<file path="config.mk">
export PLATFORM = sky130hd
export DESIGN_NAME = sppd_ctrl
export DESIGN_NICKNAME = d
export VERILOG_FILES = /design/src/sppd_pkg.sv /design/src/sppd_ctrl.sv
export SDC_FILE = /design/constraint.sdc
export NUM_CORES = 1
export LEC_CHECK = 0
export ABC_AREA = 1
export BUFFER_PORTS_ARGS = -buffer_cell sky130_fd_sc_hd__buf_2
export CAP_MARGIN = 40
export CORE_AREA = 2 2 39 41
export DETAILED_ROUTE_END_ITERATION = 6
export DIE_AREA = 0 0 41 43
export GPL_TIMING_DRIVEN = 0
export PLACE_DENSITY = 0.46
export SETUP_SLACK_MARGIN = 0.2
export SLEW_MARGIN = 0
export SYNTH_ARGS = -nofsm -noshare
export SYNTH_HDL_FRONTEND = slang
export SYNTH_SLANG_ARGS = --single-unit
</file>
<file path="constraint.sdc">
create_clock -name clk -period 1.1 [get_ports clk]
set_input_delay 0 -clock clk [delete_from_list [all_inputs] [get_ports clk]]
set_output_delay 0 -clock clk [all_outputs]
set_load 0.01 [all_outputs]
</file>
<file path="src/sppd_pkg.sv">
// shared types and constants of the stereo ping-pong delay
`timescale 1ns / 1ps
package sppd_pkg;

	localparam int SAMPLE_BITS    = 24;
	localparam int LINE_DEPTH_DEF = 65536;

	localparam int AMP_W     = 16;
	localparam int FBG_W     = 16;
	localparam int DLY_W     = 24;
	localparam int CFG_W     = 24;
	localparam int CFG_IDX_W = 2;

	// delays are Q.8
	localparam int FRAC_BITS = 8;
	localparam int FRAC_ONE  = 1 << FRAC_BITS;
	localparam int FRAC_HALF = 1 << (FRAC_BITS - 1);

	localparam logic [AMP_W-1:0] AMP_RESET = AMP_W'(4096);
	localparam logic [FBG_W-1:0] FBG_RESET = '0;
	localparam logic [DLY_W-1:0] DLY_RESET = DLY_W'(FRAC_ONE);

	typedef enum logic [CFG_IDX_W-1:0] {
		REG_AMP_GAIN,
		REG_FEEDBACK_GAIN,
		REG_FIRST_DELAY,
		REG_SECOND_DELAY
	} sppd_reg_t;

	// controller to datapath commands
	typedef struct packed {
		logic rd_sel;      // 0: nearer tap, 1: farther tap
		logic ld_in;
		logic mul_first;
		logic mul_second;
		logic ld_fb;
		logic commit;
	} sppd_cmd_t;

endpackage

</file>
<file path="src/sppd_ctrl.sv">
// controller: sequences the reads, multiplies and the commit of one word
`timescale 1ns / 1ps
module sppd_ctrl (
	input  logic                clk,
	input  logic                arst_n,
	input  logic                in_valid,
	output logic                in_ready,
	output logic                out_valid,
	input  logic                out_ready,
	output sppd_pkg::sppd_cmd_t cmd
);
	typedef enum logic [2:0] {
		S_IDLE,
		S_READ_FAR,
		S_INTERP,
		S_FEEDBACK,
		S_COMMIT
	} state_t;

	state_t state_q;
	logic   out_valid_q;
	logic   out_free;

	assign out_free = !out_valid_q || out_ready;

	always_comb begin
		cmd      = '0;
		in_ready = 1'b0;
		unique case (state_q)
			S_IDLE: begin
				in_ready   = 1'b1;
				cmd.ld_in  = in_valid;
			end
			S_READ_FAR: begin
				cmd.rd_sel    = 1'b1;
				cmd.mul_first = 1'b1;
			end
			S_INTERP:   cmd.mul_second = 1'b1;
			S_FEEDBACK: cmd.ld_fb      = 1'b1;
			S_COMMIT:   cmd.commit     = out_free;
			default: begin
				cmd      = '0;
				in_ready = 1'b0;
			end
		endcase
	end

	always_ff @(posedge clk or negedge arst_n) begin
		if (!arst_n) begin
			state_q     <= S_IDLE;
			out_valid_q <= 1'b0;
		end else begin
			unique case (state_q)
				S_IDLE:     if (in_valid) state_q <= S_READ_FAR;
				S_READ_FAR: state_q <= S_INTERP;
				S_INTERP:   state_q <= S_FEEDBACK;
				S_FEEDBACK: state_q <= S_COMMIT;
				S_COMMIT:   if (out_free) state_q <= S_IDLE;
				default:    state_q <= S_IDLE;
			endcase
			if (cmd.commit) begin
				out_valid_q <= 1'b1;
			end else if (out_ready) begin
				out_valid_q <= 1'b0;
			end
		end
	end

	assign out_valid = out_valid_q;

endmodule

</file>
* After elaboration in Yosys (flattened, before gate mapping)
Cells that the tools add are included.
** Operators by class
- Reductions and logical operators :: 5
- Mux-type cells :: 11
- Eq/ne operators :: 6
** Operators by type and width (count)
- $pmux 3 s5 :: 1
- $mux 1 :: 8
- $eq 3x2->1 const B :: 2
- $mux 3 :: 2
- $ne 2x2->1 const B :: 2
- $eq 3x1->1 const B :: 1
- $eq 3x3->1 const B :: 1
- $logic_not 3->1 :: 1
- $reduce_and 2->1 :: 1
- $reduce_bool 2->1 :: 1
- $logic_not 1->1 :: 1
- $logic_or 1x1->1 :: 1
** Word-level totals
- Input bits :: 4
- Bits in registers :: 4
- Output and inout port bits :: 8

* Logic depth before layout (Yosys ltp)
Gate-level depths: netlist of the first run.
- Word-level depth :: 4
- Gate-level depth with buffers :: 4

* Worst setup path after synthesis of the first run
No wires, ideal clock.
- Path type :: register to output
- Start :: register state_q[1]
- End :: output port cmd[5] (netlist bit)
- Cell stages (with the launch flop) :: 5
- Setup slack :: 0.295 ns
- Data required time :: 1.100 ns
- Data arrival time :: 0.805 ns
- Buffers on the path :: 1
- Cell sequence :: dfrtp_1 > inv_1 > nand3_1 > inv_1 > buf_4
** RTL lines
- start, declared :: line sppd_ctrl.sv:20 : state_t state_q;
- start signal, assigned :: line sppd_ctrl.sv:50 : state_q <= S_IDLE;
- start signal, assigned :: line sppd_ctrl.sv:54 : S_IDLE: if (in_valid) state_q <= S_READ_FAR;
- start signal, assigned :: line sppd_ctrl.sv:55 : S_READ_FAR: state_q <= S_INTERP;
- end, declared :: line sppd_ctrl.sv:10 : output sppd_pkg::sppd_cmd_t cmd

==> metrics, run 1 <==
sequential share of the synthesized area=48.2%; Final Non-Filler Cells=65; CTS H-tree lvls=1; layout cells sized above 1=between 50% and 60%; async set or reset register ratio after synthesis=100%; Hold Path Depth=3; # IOs=12; Reg-to-Reg Start=state_q[1]; Post-Syn Area=208 um2; CP bufs+invs=1; yosys warns=0; Detail Route Antenna Nets=0; Synth area leader=dfrtp_1; Remaining DRCs=0; final setup violation count=1; multi-input combinational cell area=~84 um2; clk buf depth=2; RSZ-0062 raised after global routing=yes; Comb pwr share=between 60% and 70%; number of flops mapped to enable cells by yosys=0; crit-path cells=nor2_2, and3_1, buf_2; Routability Congestion=0.611; Nets=between 50 and 60; row count=14; Syn-to-layout area delta=91.0%; CTS tree=done; most common cell in the synthesized netlist=inv_1; post-DR vias/cell=~3.8; maximum clock rate=906 MHz; Post-Syn Instances=27; crit path DAT=roughly 1100 ps; final worst slack=-3.28 ps; Post-synth top flop=dfrtp_1; Num CTS Buffers=3; first-pass GRT wire length=~610 um; count of cell instances traversed by the critical path=3; post-synth top area share=48.2%; Post-synth top cells=7 x inv_1, 4 x dfrtp_1, 3 x nand2_1, 3 x nand3_1, 3 x nor2_1; Die Ht=~43 um; failing checks=setup timing; Net Sw Frac=about 39%; Die X=around 41 um; HP Start=in_valid; CP startpoint kind=register; n_diodes=0; Flop pwr share=around a quarter; Routed WL=~520 um; worst skew pair latency=230 ps; P per Cell Area=around 3000 mW/mm2; Hold WC Path Type=in -> reg; clock slew at reported path FFs=approximately 30 ps; CP top delay family=flip-flops; largest net degree at the start of global routing=6; total vias in the final route=around 250; Net Count, Synth=31; minimum clock period=1100 ps; # fillers=between 150 and 200; root buffer cell=clkbuf_4; R2R setup slack=around 180 ps; DRT iter0 DRCs=3; WP data required=roughly 1100 ps; Syn Area/Cell=around 7.7 um2; status=complete, but fails checks; Hold EP=state_q[0]; P_int=slightly above 700 uW; R2R depth=4; drt first pass iters=2; die area=between 0.0015 and 0.002 mm2; largest cells by area after synthesis=dfrtp_1 48%, inv_1 13%, nand3_1 7.2%; final-report hold violation count=0; Max IR drop VDD=around 0.6 mV; Slew @ Worst Pin=roughly 170 ps; Net Sw Power=around 460 uW; reg-to-reg critical path endpoint=state_q[2]; Static Leak=around 0.00023 uW; Netlist cell types=11; HPWL Detailed=~360 um; Tot GR Track Use=between 5 and 6%; Max transition margin=approximately nine tenths; Critical Path Fanout Max=4; final cycle utilization of the critical path=100%; Critical Path Max Stage Delay=410 ps; Port Buffers=11; initial antenna violation count=0; vias in the first global route=195; crit end category=output pin; Core Area=around 0.0014 mm2; Slew Viols, Final=0; DP Cell Count=54; number of max-cap violations=0; Initial Util=15.0%; storage element area=around 100 um2; slowest cell on the critical path=dfrtp_1; Synth Register Bits=4; grt total ovfl=0; total negative slack=-3.28 ps; clock group share of total power=about 14%; Setup CP Type=reg -> out; clk sinks=4; WL/cell=around 8 um; DP Worst Slack=about 220 ps; final clock skew=~1.3 ps
## area by class of cell
cell class | instances | area share [%]
Multi-Input combinational cell | 15 | 21.1
Inverter | 7 | 6.62
Tap cell | 16 | 5.05
Sequential cell | 4 | 25.2
Clock buffer | 3 | 5.68
Buffer | 1 | 2.84
Timing Repair Buffer | 19 | 33.4
## layout by cell type, fill, tap and decap left out, drive strengths merged
cell type    count
and3             1
buf             18
clkbuf           3
dfrtp            4
dlygate4sd3      2
inv              7
nand2            3
nand3            3
nor2             5
o211ai           1
o21ai            2
## repair_timing
item	in CTS	in global routing
hold buffers	2	0
gates resized for setup	3	7
setup buffers	5	1
pin swaps	2	3
endpoints found under the setup margin	7	9
endpoints found under the hold margin	5	0
## power by group through the flow
stage          sequential, uW  clock (uW)  combinational [uW]
4_1_cts                   272         181                 622
3_5_place_dp              276           0                 472
2_1_floorplan             276           0                 299
5_1_grt                   285         201                 803
6_report                  278         171                 737
3_3_place_gp              275           0                 468
## kinds of logic after synthesis
group	synth area share [%]
compound gates	8.43
buf+inv	16.3
flops	48.2
simple gates	27.1
## through the flow
step	total power [uW]	util [%]	hold slack, ps	instance area (um2)
after floorplan	575	-	-296	208
after global placement	743	20.4	-192	283
after detailed placement	748	20.4	-191	283
after CTS	1070	26.4	35.3	365
after global routing	1290	28.7	60.3	397
final	1190	28.7	49.4	397
## tightest hold or removal path: cells and delay by family
kind	cells	cell delay, ps
AOI/OAI and AO/OA	1	100
buffers and inverters	2	140
## per-layer routing
layer / up-vias / track usage (%) / part of all wire (%)
met5: - / 0 / 0
met4: 0 / 8.00 / 0.95
met3: 2 / 3.14 / 6.5
met2: 4 / 9.38 / 59
met1: 113 / 3.57 / 34
li1: 128 / - / -
## sequential cells by signal, summed over array words and instances, names as in the netlist
register,count
state_q,3
out_valid,1
## worst max-delay path by stage
stage	from	end
4_1_cts	state_q[0]	cmd[0]
6_report	state_q[1]	cmd[4]
3_5_place_dp	state_q[2]	cmd[5]
3_3_place_gp	state_q[2]	cmd[5]
5_1_grt	state_q[1]	cmd[0]
2_1_floorplan	state_q[1]	cmd[5]
Note: power is estimated with default switching activity, not from simulation.
==> inputs of run 2 (changes only) <==
ABC_CLOCK_PERIOD_IN_PS = 1100   (was unset)
PLACE_DENSITY = unset   (was 0.46)
==> metrics, run 2 (synthesis gave the netlist of run 1 again) <==
Tot GR Track Use=6.14% (+0.20 points); Syn-to-layout area delta=86.1%; die area=0.00176 mm2 (unchanged); Net Sw Power=446 uW (-3.2%); total vias in the final route=235 (-4.9%); grt total ovfl=0 (unchanged); # IOs=12 (unchanged); Flop pwr share=24.1% (+0.7 points); HPWL Detailed=355 um (-0.14%); clk sinks=4 (unchanged); row count=14 (unchanged); commonest cells after routing, fill and taps aside=9 x buf_2, 5 x buf_4, 4 x inv_1, 4 x dfrtp_1; layout cells sized above 1=56.3% (-2.9 points); Net Sw Frac=38.8% (-0.091 points); Max IR drop VDD=0.616 mV (+5.6%); Hold WC Path Type=in -> reg; Slew @ Worst Pin=164 ps (-5.55 ps); crit path DAT=1090 ps (about the same); Max transition margin=89.0% (+0.37 points); Remaining DRCs=0 (unchanged); RSZ-0062 raised after global routing=yes; clock group share of total power=15.2% (+0.8 points); P_int=705 uW (-2.8%); Core Area=0.00138 mm2 (unchanged); hold_ws=13.7 ps (-35.7 ps); vias in the first global route=206 (+5.6%); Port Buffers=11 (unchanged); crit end category=output pin; DRT iter0 DRCs=0 (-3); Slew Viols, Final=0 (unchanged); Detail Route Antenna Nets=0 (unchanged); final setup violation count=0 (-1); CTS H-tree lvls=1 (unchanged); Die X=41 um (unchanged); Comb pwr share=60.6% (-1.5 points); maximum clock rate=919 MHz (+1.4%); minimum clock period=1090 ps (-15.3 ps); Static Leak=0.000229 uW (-2.4%); worst skew pair latency=230 ps (about the same); final cycle utilization of the critical path=98.9% (-1.4 points); WL/cell=7.42 um (-7.9%); number of max-cap violations=0 (unchanged); first-pass GRT wire length=669 um (+10%); clock slew at reported path FFs=30 ps (about the same); Tot Pwr=1150 uW (-3.0%); Num CTS Buffers=3 (unchanged); drt first pass iters=1 (-1); P per Cell Area=2980 mW/mm2 (-0.47%); Nets=54 (-1.8%); status=completed; Critical Path Fanout Max=4 (unchanged); Setup CP Type=reg -> out; Initial Util=15.0% (unchanged); initial antenna violation count=0 (unchanged); final clock skew=0.641 ps (-0.705 ps); Routability Congestion=0.630 (+3.0%); WP data required=1100 ps (about the same); register bank with the most flops=state_q; commonest non-fill, non-tap cell in the layout=buf_2; clk buf depth=2 (unchanged); final-report hold violation count=0 (unchanged); Die Ht=43 um (unchanged); Routed WL=475 um (-9.4%); post-DR vias/cell=3.67 (-3.4%); root buffer cell=clkbuf_4; CP startpoint kind=register; largest net degree at the start of global routing=6 (unchanged); number of flip-flops in the largest register=3 (unchanged); CTS tree=done; n_diodes=0 (unchanged)
## run 2: cell types whose count changed in the layout (fill, tap and decap cells not counted), sizes merged
| cell | previous run | this run |
|---|---|---|
| buf | 18 | 17 |
## run 2: area by class of cell
type                            count  area (um2)
Inverter                            7        26.3
Clock buffer                        3        22.5
Multi-Input combinational cell     15        81.3
Sequential cell                     4         100
Fill cell                         148         997
Tap cell                           16        20.0
Buffer                              1        11.3
Timing Repair Buffer               18         125
## run 2: final timing paths
path                             from  slack [ps]    endpoint  depth (start not counted)
max                        state_q[1]          10      cmd[4]                          3
min                          in_valid          10  state_q[0]                          3
max reg2reg                state_q[1]         220  state_q[1]                          4
min reg2reg                 out_valid         540   out_valid                          2
max in group asynchronous      arst_n         880   out_valid                          2
min in group asynchronous      arst_n         100  state_q[1]                          2
## run 2: power groups by stage
stage               logic (uW)  clock network, uW  registers [uW]
detailed placement         473                  0             277
global route               766                194             287
finish                     698                175             278
floorplan                  299                  0             276
CTS                        592                186             272
global placement           466                  0             274
## run 2: routing by layer
layer	vias to the layer above	part of all wire [%]	GRT usage (%)
li1	126	-	-
met1	104	41	6.17
met2	5	52	8.44
met3	0	6.7	3.14
met4	0	0	6.00
met5	-	0	0
## run 2: worst max-delay path: stages (launching register included)
cell and delay (ps):
dfrtp_1 420, nor2_2 160, and3_1 160, buf_2 120
## run 2: per-stage QoR
stage	area, um2	worst slack [ps]	setup TNS, ps	utilization [%]	cells
floorplan	208	295	0	-	27
global placement	283	235	0	20.4	54
detailed placement	283	208	0	20.4	54
CTS	358	13.1	0	25.9	63
global route	387	-50.5	-167	27.9	64
finish	387	12.0	0	27.9	64
## run 2: timing repair
item                                    4_1_cts  5_1_grt
endpoints found under the setup margin        7        8
endpoints found under the hold margin         5        0
gates resized for setup                       3        6
pin swaps                                     2        4
gates cloned                                  0        0
hold buffers                                  2        0
setup buffers                                 4        1
